[config.mk]
export PLATFORM = sky130hd
export DESIGN_NAME = lfr_queue
export DESIGN_NICKNAME = d
export VERILOG_FILES = /design/src/hdl/lfr_pkg.sv /design/src/hdl/lfr_queue.sv
export SDC_FILE = /design/constraint.sdc
export NUM_CORES = 1
export LEC_CHECK = 0
export ABC_AREA = 1
export BUFFER_PORTS_ARGS = -buffer_cell sky130_fd_sc_hd__buf_2
export CAP_MARGIN = 40
export CORE_UTILIZATION = 50
export DETAILED_ROUTE_END_ITERATION = 8
export PLACE_DENSITY = 0.71
export SYNTH_ARGS = -nofsm -noshare
export SYNTH_HDL_FRONTEND = slang
export SYNTH_SLANG_ARGS = --single-unit
[constraint.sdc]
create_clock -name clk -period 4.5 [get_ports clk]
set_input_delay 0.9 -clock clk [delete_from_list [all_inputs] [get_ports clk]]
set_output_delay 0.9 -clock clk [all_outputs]
set_load 0.05 [all_outputs]
[src/hdl/lfr_pkg.sv]
// Shared types and constants for the logic function registry.
// No dependencies; imported by every module of the block.
package lfr_pkg;

  localparam int MAX_INPUTS   = 6;
  localparam int TABLE_DEPTH  = 1024;
  // Must be a power of two: the bucket index is a BKT_W-bit fold of the hash.
  localparam int BUCKET_COUNT = 1024;
  localparam int QUEUE_DEPTH  = 4;

  localparam int TT_W    = 64;
  localparam int ARITY_W = 3;
  localparam int GT_W    = 4;
  localparam int FID_W   = 10;

  localparam int IN_TDATA_W  = 72;
  localparam int OUT_TDATA_W = 16;

  localparam int ID_W   = $clog2(TABLE_DEPTH);
  localparam int LINK_W = ID_W + 1;
  localparam int BKT_W  = $clog2(BUCKET_COUNT);
  localparam int QPTR_W = $clog2(QUEUE_DEPTH);

  localparam logic [LINK_W-1:0] NIL_LINK = '1;

  localparam logic [TT_W-1:0] PARITY64 = 64'h6996966996696996;
  localparam logic [TT_W-1:0] MUL_N    = 64'h9E3779B97F4A7C15;
  localparam logic [TT_W-1:0] MUL_H    = 64'hD6E8FEB86659FD93;

  typedef enum logic [GT_W-1:0] {
    G_CONST0  = 4'd0,
    G_CONST1  = 4'd1,
    G_BUFF    = 4'd2,
    G_NOT     = 4'd3,
    G_AND     = 4'd4,
    G_NAND    = 4'd5,
    G_OR      = 4'd6,
    G_NOR     = 4'd7,
    G_XOR     = 4'd8,
    G_XNOR    = 4'd9,
    G_COMPLEX = 4'd10
  } gate_t;

  typedef struct packed {
    logic [TT_W-1:0]    tt;
    logic [ARITY_W-1:0] n;
    gate_t              gtype;
  } lfr_item_t;

  typedef struct packed {
    logic full;
    logic empty;
  } lfr_qstat_t;

endpackage

[src/hdl/lfr_queue.sv]
// Short FIFO between the classifier front end and the lookup back end.
// Depends on lfr_pkg.
module lfr_queue (
  input  logic                clk,
  input  logic                rst_n,
  input  logic                push,
  input  lfr_pkg::lfr_item_t  item_in,
  input  logic                pop,
  output lfr_pkg::lfr_item_t  item_out,
  output lfr_pkg::lfr_qstat_t stat
);
  import lfr_pkg::*;

  lfr_item_t         slot_r [QUEUE_DEPTH];
  logic [QPTR_W-1:0] wr_ptr_r, wr_ptr_nxt;
  logic [QPTR_W-1:0] rd_ptr_r, rd_ptr_nxt;
  logic [QPTR_W:0]   cnt_r, cnt_nxt;

  always_comb begin
    wr_ptr_nxt = push ? wr_ptr_r + QPTR_W'(1) : wr_ptr_r;
    rd_ptr_nxt = pop  ? rd_ptr_r + QPTR_W'(1) : rd_ptr_r;
    cnt_nxt    = cnt_r;
    if (push && !pop)      cnt_nxt = cnt_r + (QPTR_W+1)'(1);
    else if (pop && !push) cnt_nxt = cnt_r - (QPTR_W+1)'(1);
  end

  always_ff @(posedge clk) begin
    if (!rst_n) begin
      wr_ptr_r <= '0;
      rd_ptr_r <= '0;
      cnt_r    <= '0;
    end else begin
      wr_ptr_r <= wr_ptr_nxt;
      rd_ptr_r <= rd_ptr_nxt;
      cnt_r    <= cnt_nxt;
    end
    if (push) slot_r[wr_ptr_r] <= item_in;
  end

  assign item_out   = slot_r[rd_ptr_r];
  assign stat.full  = (cnt_r == (QPTR_W+1)'(QUEUE_DEPTH));
  assign stat.empty = (cnt_r == '0);

endmodule

==> flow_summary.ini <==
[status]
status = finished clean

[detailed_routing]
via_per_inst = 5.51
routed_wl_um = 21500
ant_nets = 0
drt-initial-drc-count = 419
dr_total_vias = 6521
dr.pass1.iters = 5
drc = 0
routedWlPerCell_um = 18.2

[run]
drv_cap = 0

[timing]
min_period_ns = 3.84
setup_viol = 0
rsz0062_at_grt = false
fin_setup_tns_ns = 0
worst_pin_slew_ns = 0.762
relSlewSlack_pct = 49.2
period_share_pct = 85.4
maxSlewViolCount = 0
fmax_mhz = 260
skew_ns = 0.0170
hold_violations = 0

[power]
switching_power_mw = 1.58
power_frac_seq_pct = 52.4
p_int_mw = 4.45
clkPwrFrac_pct = 34.4
ir_drop_mv = 0.325
pwr-share-comb_pct = 13.2
power.leakage_nw = 4.47
power.total_mw = 6.03
netSwitchingFraction_pct = 26.2
cellPowerDensity_nw_per_um2 = 474

[synth]
ys_ff_latch = 293
ys_seq_area_share_pct = 79.4
yosysUniqueCellTypes = 22
syn_nets = 826
yosys_warnings = 0
syn_area_um2 = 11000
synthCells = 745
synth_area_per_cell_um2 = 14.7

[floorplan]
die_area_um2 = 22500
start_util_pct = 51.5
fp.coreArea_um2 = 21300
std_cell_rows = 53
io_pins = 148
die_w_um = 150
die_h_um = 150

[critical_path]
cp.required_ns = 3.60
worstSetupStartpointType = flip-flop
r2r_slack_ns = 2.61
cp.arrival_ns = 2.94
end_kind = primary output
cp_num_buf_inv = 2
r2r-end = slot_r[2][32]$_DFFE_PP_
reg2reg_depth = 5
cp_max_fo = 74
r2r_start = wr_ptr_r[0]$_SDFFE_PN0P_
cpMaxStageDelayCell = dfxtp_4
critPathKind = reg2out
cpLargestDelayFamily = buffers and inverters
path_cells = buf_4 -> o21ai_0 -> o22ai_1 -> buf_2
slowest_delay_ns = 0.83

[hold_path]
hold_path_end = rd_ptr_r[1]$_SDFFE_PN0P_
min_path_cells = 1
hp-class = reg2reg
worstHoldStart = rd_ptr_r[1]$_SDFFE_PN0P_

[place]
dp_hpwl_um = 12200
io_buffers = 147
place_congestion = 0.691

[clocking]
ctsRootBufferMaster = clkbuf_16
cts_tree = yes
post-cts-setup-buffer-count = 0
clock_latency_ns = 0.53
cts_hold_buf = 0
h-tree-depth = 1
cts_buffers = 29
cts.path.max_buffers = 3
clk_pin_slew_ns = 0.06
cts_sinks = 293
ctsResizeCount = 0

[layout]
insertedDiodeCount = 0
area_growth_pct = 16.0
final_common_cell = edfxtp_1
final_util_pct = 59.8
drive_gt1_share_pct = 22.8
fin_nets = 973
final_cell_mix = edfxtp_1 (284), nor2_1 (147), buf_2 (147), o21ai_0 (133), o22ai_1 (71)

[grt]
grt_usage_pct = 19.1
grt_pass1_wl_um = 33000
antenna_found_initial = 0
grt_max_degree = 83
grt-ovfl-total = 0
grt_pass1_vias = 6339
## worst max-delay path by stage
stage / endpoint / slack, ns / depth (start not counted)
detailed placement: item_out[62] / 1.29 / 4
floorplan: slot_r[0][0]$_DFFE_PP_ / 1.76 / 2
finish: item_out[62] / 0.66 / 4
global route: item_out[62] / 0.44 / 4
global placement: item_out[62] / 1.33 / 4
CTS: item_out[62] / 0.62 / 4
## per-layer routing
layer  vias to the layer above  share of wire (%)  GRT usage [%]
met5                         -                  0              0
met3                        27                5.4           3.18
li1                       3093                  -              -
met4                         0                1.6           4.85
met2                       173                 50           33.2
met1                      3228                 43           25.2
## logic make-up after synthesis
family,share of synthesized area [%]
adders and majority gates,0.753
DFF,79.4
and+or+nand+nor,5.53
AOI/OAI and AO/OA,11.0
buffers and inverters,3.38
## power by group through the flow
stage               Sequential (mW)  Clock, mW  Combinational [mW]
finish                         3.16       2.08               0.796
global route                   3.17       2.23               0.850
CTS                            3.16       2.12               0.803
detailed placement             3.22          0               0.801
global placement               3.21          0               0.782
floorplan                      3.20          0               0.591
## synthesized netlist by cell type
| cell | count | area (um^2) |
|---|---|---|
| nand2_1 | 9 | 33.8 |
| o21ai_0 | 133 | 666 |
| inv_1 | 15 | 56.3 |
| inv_6 | 1 | 8.76 |
| buf_6 | 11 | 124 |
| nor2_1 | 147 | 552 |
| clkbuf_1 | 12 | 45.0 |
| o22ai_1 | 71 | 444 |
| buf_12 | 1 | 20.0 |
| buf_4 | 1 | 7.51 |
| clkbuf_2 | 7 | 35.0 |
| ha_1 | 5 | 62.6 |
| a21oi_1 | 4 | 20.0 |
| nor3_1 | 2 | 10.0 |
| dfxtp_1 | 9 | 180 |
| o21ai_1 | 15 | 75.1 |
| nand3_1 | 1 | 5.00 |
| fa_1 | 1 | 20.0 |
| inv_2 | 1 | 3.75 |
| nand4_1 | 1 | 6.26 |
| buf_2 | 14 | 70.1 |
| edfxtp_1 | 284 | 8530 |
## per-stage QoR
step	instances	hold slack, ns	setup WS (ns)	instance area (um^2)
floorplan	745	0.412	1.76	11000
global placement	1133	0.419	1.33	11900
detailed placement	1136	0.422	1.29	11900
CTS	1183	0.444	0.617	12700
global route	1183	0.481	0.443	12700
finish	1183	0.445	0.658	12700
## registers in the layout, summed over array words and instances (netlist names), named ones only
signal    cells
slot_r      284
cnt_r         3
rd_ptr_r      2
wr_ptr_r      2
## area by class of cell
| cell class | count | area [um^2] |
|---|---|---|
| flip-flops and latches | 293 | 8710 |
| fillers | 1633 | 8560 |
| multi-input cells | 389 | 1890 |
| repair buffers | 162 | 893 |
| clock buffers | 32 | 737 |
| well taps | 275 | 344 |
| inverters | 17 | 73.8 |
| clock inverters | 15 | 71.3 |
Note: power is estimated with default switching activity, not from simulation.
