===== config.mk =====
export PLATFORM = sky130hd
export DESIGN_NAME = lfr_front
export DESIGN_NICKNAME = d
export VERILOG_FILES = /design/src/hdl/lfr_pkg.sv /design/src/hdl/lfr_front.sv
export SDC_FILE = /design/constraint.sdc
export NUM_CORES = 1
export LEC_CHECK = 0
export ABC_AREA = 1
export ABC_CLOCK_PERIOD_IN_PS = 3000
export BUFFER_PORTS_ARGS = -buffer_cell sky130_fd_sc_hd__buf_4
export CORE_ASPECT_RATIO = 0.5
export CORE_MARGIN = 2
export CORE_UTILIZATION = 35
export DETAILED_ROUTE_END_ITERATION = 10
export PLACE_DENSITY_LB_ADDON = 0.12
export SLEW_MARGIN = 20
export SYNTH_ARGS = -nofsm -noshare
export SYNTH_HDL_FRONTEND = slang
export SYNTH_SLANG_ARGS = --single-unit

===== constraint.sdc =====
create_clock -name vclk -period 3
set_clock_uncertainty 0.05 [all_clocks]
set_input_delay 0.15 -clock vclk [all_inputs]
set_output_delay 0.15 -clock vclk [all_outputs]
set_load 0.01 [all_outputs]

===== src/hdl/lfr_pkg.sv =====
// Shared types and constants for the logic function registry.
// No dependencies; imported by every module of the block.
package lfr_pkg;

  localparam int MAX_INPUTS   = 6;
  localparam int TABLE_DEPTH  = 1024;
  // Must be a power of two: the bucket index is a BKT_W-bit fold of the hash.
  localparam int BUCKET_COUNT = 1024;
  localparam int QUEUE_DEPTH  = 4;

  localparam int TT_W    = 64;
  localparam int ARITY_W = 3;
  localparam int GT_W    = 4;
  localparam int FID_W   = 10;

  localparam int IN_TDATA_W  = 72;
  localparam int OUT_TDATA_W = 16;

  localparam int ID_W   = $clog2(TABLE_DEPTH);
  localparam int LINK_W = ID_W + 1;
  localparam int BKT_W  = $clog2(BUCKET_COUNT);
  localparam int QPTR_W = $clog2(QUEUE_DEPTH);

  localparam logic [LINK_W-1:0] NIL_LINK = '1;

  localparam logic [TT_W-1:0] PARITY64 = 64'h6996966996696996;
  localparam logic [TT_W-1:0] MUL_N    = 64'h9E3779B97F4A7C15;
  localparam logic [TT_W-1:0] MUL_H    = 64'hD6E8FEB86659FD93;

  typedef enum logic [GT_W-1:0] {
    G_CONST0  = 4'd0,
    G_CONST1  = 4'd1,
    G_BUFF    = 4'd2,
    G_NOT     = 4'd3,
    G_AND     = 4'd4,
    G_NAND    = 4'd5,
    G_OR      = 4'd6,
    G_NOR     = 4'd7,
    G_XOR     = 4'd8,
    G_XNOR    = 4'd9,
    G_COMPLEX = 4'd10
  } gate_t;

  typedef struct packed {
    logic [TT_W-1:0]    tt;
    logic [ARITY_W-1:0] n;
    gate_t              gtype;
  } lfr_item_t;

  typedef struct packed {
    logic full;
    logic empty;
  } lfr_qstat_t;

endpackage


===== src/hdl/lfr_front.sv =====
// Front end: accepts requests, masks the table to its input count and classifies it.
// Depends on lfr_pkg.
module lfr_front (
  input  logic                          in_tvalid,
  output logic                          in_tready,
  input  logic [lfr_pkg::IN_TDATA_W-1:0] in_tdata,
  input  logic                          clearing,
  input  lfr_pkg::lfr_qstat_t           qstat,
  output logic                          push,
  output lfr_pkg::lfr_item_t            item
);
  import lfr_pkg::*;

  logic [ARITY_W-1:0] n_raw;
  logic [ARITY_W-1:0] n_clamp;
  logic [TT_W-1:0]    mask;
  logic [TT_W-1:0]    tt;

  function automatic gate_t classify(input logic [TT_W-1:0] t,
                                     input logic [ARITY_W-1:0] n,
                                     input logic [TT_W-1:0] m);
    logic [TT_W-1:0] top;
    logic [TT_W-1:0] par;
    gate_t           g;
    top = m ^ (m >> 1);
    par = PARITY64 & m;
    if (t == '0)                          g = G_CONST0;
    else if (t == m)                      g = G_CONST1;
    else if (n == ARITY_W'(1))            g = (t == TT_W'(2)) ? G_BUFF : G_NOT;
    else if (t == top)                    g = G_AND;
    else if (t == (m ^ top))              g = G_NAND;
    else if (t == (m & ~TT_W'(1)))        g = G_OR;
    else if (t == TT_W'(1))               g = G_NOR;
    else if (t == par)                    g = G_XOR;
    else if (t == (m ^ par))              g = G_XNOR;
    else                                  g = G_COMPLEX;
    return g;
  endfunction

  assign n_raw   = in_tdata[TT_W +: ARITY_W];
  assign n_clamp = (n_raw > ARITY_W'(MAX_INPUTS)) ? ARITY_W'(MAX_INPUTS) : n_raw;

  always_comb begin
    case (n_clamp)
      3'd0:    mask = 64'h1;
      3'd1:    mask = 64'h3;
      3'd2:    mask = 64'hF;
      3'd3:    mask = 64'hFF;
      3'd4:    mask = 64'hFFFF;
      3'd5:    mask = 64'hFFFF_FFFF;
      default: mask = '1;
    endcase
  end

  assign tt = in_tdata[TT_W-1:0] & mask;

  // No requests taken while the bucket heads are being cleared
  assign in_tready  = !clearing && !qstat.full;
  assign push       = in_tvalid && in_tready;
  assign item.tt    = tt;
  assign item.n     = n_clamp;
  assign item.gtype = classify(tt, n_clamp, mask);

endmodule


==> impl_metrics.yaml, run 1 <==
layout:
  syn_to_final_growth_pct: 48.5
  seqCellArea_um2: 0
  drive_gt1_frac: 0.258
  n_antenna_cell: 0
  nFillCells: 752
  nets: 726
  stdcell_count: 732
  n_sequential_cell: 0
  clkbuf_count: 0
  final_area_mm2: 0.00335
critical_path:
  critPathKind: "input pin to output port"
  path_common_cell: "nand2_1"
  worstSetupEndpointType: "output port"
  cp_cell_sequence: "buf_4, ha_2, buf_12, nand2_1, nand2_1, nor3_1, and2_1, nand2_1, nor2_1, nor2_1, nand2_1, nand2_1, a21oi_2, buf_4"
  worst-path-max-fanout: 50
  required_ps: 2800
  worstPathArrival_ps: 2330
  crit_slowest_cell: "nor3_1"
  cp-startpoint: "in_tdata[65]"
  cp-start-kind: "input pin"
  slowest_delay_ps: 430
routing:
  drtIter0Drc: 187
  ant_nets: 0
  wire_per_inst_um: 12.1
  drc: 0
  vias_per_cell: 4.67
  vias: 3415
  drt_first_pass_iters: 5
  routed_wl_um: 8850
synth:
  yosysWarnings: 0
  synthCells: 514
  synth_most_common_cell: "nand2_1"
  yosysTopAreaCellShare: 0.288
  synth_commonest_cells: "173 x nand2_1, 102 x nor2_1, 98 x inv_1"
  synth_area_leaders: "nand2_1 29%, nor2_1 17%, inv_1 16%"
  synth-seq-area-share: 0
  syn_area_mm2: 0.00226
  ys_types: 29
  syn_avg_cell_area_um2: 4.39
  synth_fp_nets: 594
  yosysTopAreaCell: "nand2_1"
hold_path:
  min_path_cells: 3
  hold_class: "input pin to output port"
  hp-start: "clearing"
timing:
  hold_viol: 0
  drv_slew: 0
  rsz0062_at_grt: "no"
  finalSetupViolCount: 0
  relSlewSlack: 0.632
  max_freq_mhz: 396
  tightest_slew_ps: 548
  period_needed_ps: 2530
  min_period_over_period: 0.842
  fin_setup_tns_ps: 0
placement:
  gp_congestion: 1.01
  hpwl_um: 7700
  dp_cells: 732
  port_buffers: 143
  place_area_mm2: 0.00335
floorplan:
  die_y_um: 60.8
  core_area_mm2: 0.00616
  io_pins: 149
  fp.dieW_um: 118
  rows: 20
  die_area_mm2: 0.00714
  start_util: 0.366
pwr:
  power_switching_share: 0.582
  p_leak_nw: 2.29
  combPwrFrac: 1.000
  clkPwrFrac: 0
  power_density_mw_per_mm2: 154
  p_int_uw: 215
  seq_power_share: 0
  ir_drop_mv: 0.0525
  power_switching_uw: 300
global_routing:
  grt_first_pass_wirelength_um: 13500
  antenna_found_initial: 0
  track_usage: 0.233
  grt_max_degree: 51
  grt_pass1_vias: 2898
  overflow: 0
job:
  cap_violations: 0
outcome:
  run_status: "finished clean"
clock_network:
  cts_setup_buffers: 0
  hold_buffers: 0
  cts_resized: 0
==> worst paths after layout <==
kind                        end  slack [ps]
worst max-delay path    item[1]         470
worst min-delay path  in_tready         490
==> critical path, delay by kind of cell <==
kind | cells | cell delay [ps]
AOI/OAI and AO/OA | 1 | 110
buffers and inverters | 3 | 450
and+or+nand+nor | 9 | 1310
adders and majority gates | 1 | 260
==> area by class of cell <==
cell class	instances	area (um2)	area share
inverters	100	378	0.113
repair buffers	145	1100	0.329
multi-input cells	399	1760	0.526
well taps	88	110	0.0329
==> cells in the final DEF, fill, tap and decap left out, types with 2 or more instances in the layout <==
cell | netlist | layout
o21ai_0 | 29 | 29
nor2_2 | 8 | 8
nand3b_1 | 2 | 2
a21oi_1 | 14 | 14
buf_4 | 1 | 144
ha_1 | 4 | 3
a21o_1 | 4 | 4
nand2_1 | 173 | 173
nor3_1 | 3 | 3
inv_1 | 98 | 98
and2_1 | 2 | 2
nand2_2 | 7 | 7
nand3_1 | 31 | 31
nand4_1 | 11 | 11
nor2_1 | 102 | 102
==> kinds of logic after synthesis <==
logic type | count (synthesis) | synth area share
and+or+nand+nor | 342 | 0.628
buffers and inverters | 115 | 0.220
AOI/OAI and AO/OA | 53 | 0.129
adders and majority gates | 4 | 0.0222
==> layer usage <==
metal / part of all wire / global-route usage / up-vias
li1: - / - / 1813
met4: 0.0036 / 0.00516 / 0
met2: 0.42 / 0.391 / 131
met5: 0 / 0 / -
met1: 0.48 / 0.340 / 1467
met3: 0.090 / 0.0310 / 4
==> through the flow <==
step | hold WS (ps) | setup slack [ps] | power (mW) | util
5_1_grt | 500 | 281 | 0.573 | 0.544
3_5_place_dp | 497 | 536 | 0.511 | 0.544
4_1_cts | 497 | 529 | 0.513 | 0.544
6_report | 494 | 473 | 0.515 | 0.544
2_1_floorplan | 293 | 1100 | 0.287 | -
3_3_place_gp | 491 | 577 | 0.510 | 0.544
==> power by group through the flow <==
| stage | combinational, mW | sequential, mW | clock (mW) |
|---|---|---|---|
| after floorplan | 0.287 | 0 | 0 |
| after global placement | 0.510 | 0 | 0 |
| after detailed placement | 0.511 | 0 | 0 |
| after CTS | 0.513 | 0 | 0 |
| after global routing | 0.573 | 0 | 0 |
| final | 0.515 | 0 | 0 |
No activity file was read; power rests on OpenSTA's default activity.
==> run 2, diff against run 1 <==
ABC_CLOCK_PERIOD_IN_PS = 2310   (was 3000)
clock period = 2.31 ns   (was 3 ns; I/O delays follow)
==> impl_metrics.yaml, run 2 (synthesized netlist as in run 1, its figures left out) <==
timing:
  rsz0062_at_grt: "yes"
  hold_viol: 0
  tightest_slew_ps: 411
  drv_slew: 0
  min_period_over_period: 0.954
  finalSetupViolCount: 0
  max_freq_mhz: 454
  period_needed_ps: 2200
  relSlewSlack: 0.723
  fin_ws_ps: 107
floorplan:
  fp.dieW_um: 118
  die_y_um: 60.8
  start_util: 0.366
  core_area_mm2: 0.00616
  rows: 20
  die_area_mm2: 0.00714
  io_pins: 149
routing:
  vias: 3626
  drtIter0Drc: 257
  drt_first_pass_iters: 5
  routed_wl_um: 9550
  drc: 0
  ant_nets: 0
  vias_per_cell: 4.71
  wire_per_inst_um: 12.4
critical_path:
  cp-endpoint: "item[0]"
  cp-start-kind: "input pin"
  required_ps: 2140
  cp-startpoint: "in_tdata[66]"
  worstSetupEndpointType: "output port"
  worstPathArrival_ps: 2040
  critPathKind: "input pin to output port"
  worst-path-max-fanout: 5
global_routing:
  overflow: 0
  antenna_found_initial: 0
  grt_first_pass_wirelength_um: 14500
  top_usage_layer: "met2"
  track_usage: 0.249
  met2_usage: 0.409
  grtUsageMet1: 0.374
  grt_pass1_vias: 3010
  grt_max_degree: 28
  use_met3: 0.0282
layout:
  nFillCells: 711
  final_common_cell: "buf_4"
  n_sequential_cell: 0
  layout_common_cells: "175 x buf_4, 161 x nand2_1, 98 x inv_1"
  n_antenna_cell: 0
  final_area_mm2: 0.00380
  nets: 764
  clkbuf_count: 0
  final_util: 0.617
  drive_gt1_frac: 0.339
  stdcell_count: 770
  seqCellArea_um2: 0
  syn_to_final_growth_pct: 68.3
placement:
  port_buffers: 143
  pre_cts_ws_ps: -16.1
  dp_cells: 759
  hpwl_um: 8100
  place_area_mm2: 0.00357
  gp_congestion: 0.979
pwr:
  ir_drop_mv: 0.0899
  power_density_mw_per_mm2: 206
  power_uw: 783
  p_leak_nw: 2.49
hold_path:
  hold_class: "input pin to output port"
job:
  cap_violations: 0
outcome:
  run_status: "finished clean"
==> run 2: changes by cell type in the layout (fill, tap and decap cells not counted), sizes merged <==
cell / delta
buf: +36
clkbuf: +1
nand2: +1
==> run 2: worst min-delay path by stage <==
stage / startpoint / end / slack (ps) / depth (start not counted)
CTS: in_tdata[0] / item[7] / 420 / 2
detailed placement: in_tdata[0] / item[7] / 420 / 2
global route: in_tdata[0] / item[7] / 430 / 2
floorplan: clearing / in_tready / 220 / 1
finish: in_tdata[0] / item[7] / 420 / 2
global placement: clearing / in_tready / 420 / 3
==> run 2: report_power, final <==
| group | switching [mW] | internal, mW |
|---|---|---|
| Combinational | 0.428 | 0.355 |
| Clock | 0 | 0 |
| Sequential | 0 | 0 |
| Total | 0.428 | 0.355 |
==> run 2: metal layers <==
layer | up-vias | share of wire
li1 | 1889 | -
met1 | 1603 | 0.48
met2 | 134 | 0.44
met3 | 0 | 0.081
met4 | 0 | 0
met5 | - | 0
==> run 2: timing repair <==
action | in CTS | in global routing
resized for setup | 1 | 36
pin swaps | 0 | 18
gates cloned | 0 | 2
setup buffers | 0 | 9
hold buffers | 0 | 0
setup endpoints to repair | 3 | 4
==> run 2: cell type report <==
| class | instances | area (um2) | area share |
|---|---|---|---|
| timing repair buffer | 182 | 1440 | 0.380 |
| multi-input combinational | 400 | 1870 | 0.492 |
| inverter | 100 | 378 | 0.0995 |
| tap | 88 | 110 | 0.0290 |
==> run 2: worst max-delay path, cell delays in order <==
cell and delay (ps):
buf_4 140, ha_4 210, buf_12 140, nor2_4 110
buf_6 130, buf_12 100, o21ai_1 50, nor2_1 230
nand2_1 100, nor2_1 90, nand2_1 60, nor2_1 80
nand3_1 80, nand3_1 80, nand2_1 60, a21boi_1 120
buf_4 130
==> run 2: metrics by stage <==
| step | TNS [ps] | hold slack (ps) |
|---|---|---|
| 2_1_floorplan | 0 | 224 |
| 3_3_place_gp | -163 | 422 |
| 3_5_place_dp | -16.1 | 424 |
| 4_1_cts | 0 | 424 |
| 5_1_grt | -57.7 | 432 |
| 6_report | 0 | 421 |
==> run 3, diff against run 2 <==
CORE_UTILIZATION = 30   (was 35)
==> impl_metrics.yaml, run 3 (synthesized netlist as in run 1, its figures left out) <==
timing:
  max_freq_mhz: 448
  period_needed_ps: 2230
  drv_slew: 0
  tightest_slew_ps: 367
  min_period_over_period: 0.965
  hold_viol: 0
  fin_setup_tns_ps: 0
  fin_ws_ps: 80.0
  rsz0062_at_grt: "yes"
  relSlewSlack: 0.753
  finalSetupViolCount: 0
routing:
  routed_wl_um: 9780
  wire_per_inst_um: 12.5
  ant_nets: 0
  drt_first_pass_iters: 5
  drtIter0Drc: 218
  vias_per_cell: 4.61
  vias: 3617
  drc: 0
global_routing:
  top_usage_layer: "met2"
  use_met3: 0.0318
  overflow: 0
  antenna_found_initial: 0
  grt_pass1_vias: 3098
  grt_max_degree: 40
  met2_usage: 0.346
  grtUsageMet1: 0.322
  track_usage: 0.215
  grt_first_pass_wirelength_um: 14600
layout:
  layout_common_cells: "183 x buf_4, 150 x nand2_1, 98 x inv_1"
  n_sequential_cell: 0
  final_area_mm2: 0.00391
  seqCellArea_um2: 0
  drive_gt1_frac: 0.372
  n_antenna_cell: 0
  syn_to_final_growth_pct: 73.2
  final_common_cell: "buf_4"
  clkbuf_count: 0
  multiInputGateArea_mm2: 0.00193
  nets: 770
  stdcell_count: 784
  nFillCells: 840
placement:
  place_area_mm2: 0.00360
  hpwl_um: 8260
  port_buffers: 143
  dp_cells: 772
  gp_congestion: 0.937
  pre_cts_ws_ps: -5.63
job:
  cap_violations: 0
floorplan:
  die_area_mm2: 0.00827
  die_y_um: 65.3
  start_util: 0.309
  fp.dieW_um: 127
  io_pins: 149
  rows: 22
  core_area_mm2: 0.00729
outcome:
  run_status: "finished clean"
hold_path:
  hold_class: "input pin to output port"
critical_path:
  worstSetupEndpointType: "output port"
  worst-path-max-fanout: 8
  cp-start-kind: "input pin"
  worstPathArrival_ps: 2060
  required_ps: 2140
  critPathKind: "input pin to output port"
pwr:
  combPwrFrac: 1.000
  p_int_uw: 361
  power_switching_uw: 439
  p_leak_nw: 2.53
  power_switching_share: 0.549
  clkPwrFrac: 0
  power_density_mw_per_mm2: 205
  seq_power_share: 0
  ir_drop_mv: 0.0749
clock_network:
  hold_buffers: 0
## run 3: cell count changes in the layout (fill, tap and decap cells not counted), sizes merged
| cell | delta |
|---|---|
| nand2 | -1 |
| clkbuf | +1 |
| buf | +6 |
## run 3: stage by stage
step,utilization,hold slack [ps],power (mW)
floorplan,-,224,0.372
finish,0.536,418,0.800
global route,0.536,440,0.881
global placement,0.494,420,0.718
detailed placement,0.494,419,0.718
CTS,0.494,419,0.723
## run 3: routing by layer
metal  wire [um]  share of wire  up-vias
li1            -              -     1904
met1        4620           0.47     1582
met2        4340           0.44      129
met3         807          0.082        2
met4          12         0.0012        0
met5           0              0        -
## run 3: final timing paths
path / from / endpoint / cells after the start
setup / recovery: in_tdata[66] / item[1] / 18
hold / removal: in_tdata[0] / item[7] / 2
## run 3: worst max-delay path: stages
cell and delay [ps]:
buf_4 110, ha_4 240, buf_4 160, nor2_4 40, buf_6 120, buf_4 130
nor2_1 200, nand3_1 130, nand2_1 80, nor2_1 50, nand2_1 70, nor2_2 50
inv_1 60, nor2_2 40, nor2_2 130, nand2_1 90, a21oi_2 110, buf_4 120
## run 3: layout make-up
class                           instances  area share
Inverter                              100      0.0967
Multi-Input combinational cell        399       0.494
Tap cell                               96      0.0307
Timing Repair Buffer                  189       0.378
## run 3: timing repair
action | in CTS | in global routing
buffers inserted | 0 | 9
endpoints found under the setup margin | 2 | 4
pin swaps | 0 | 21
resized for setup | 1 | 59
gates cloned | 0 | 3
## run 3: power groups by stage
stage	registers (mW)	clock network, mW	logic [mW]
final	0	0	0.800
after global routing	0	0	0.881
after CTS	0	0	0.723
after detailed placement	0	0	0.718
after global placement	0	0	0.718
after floorplan	0	0	0.372
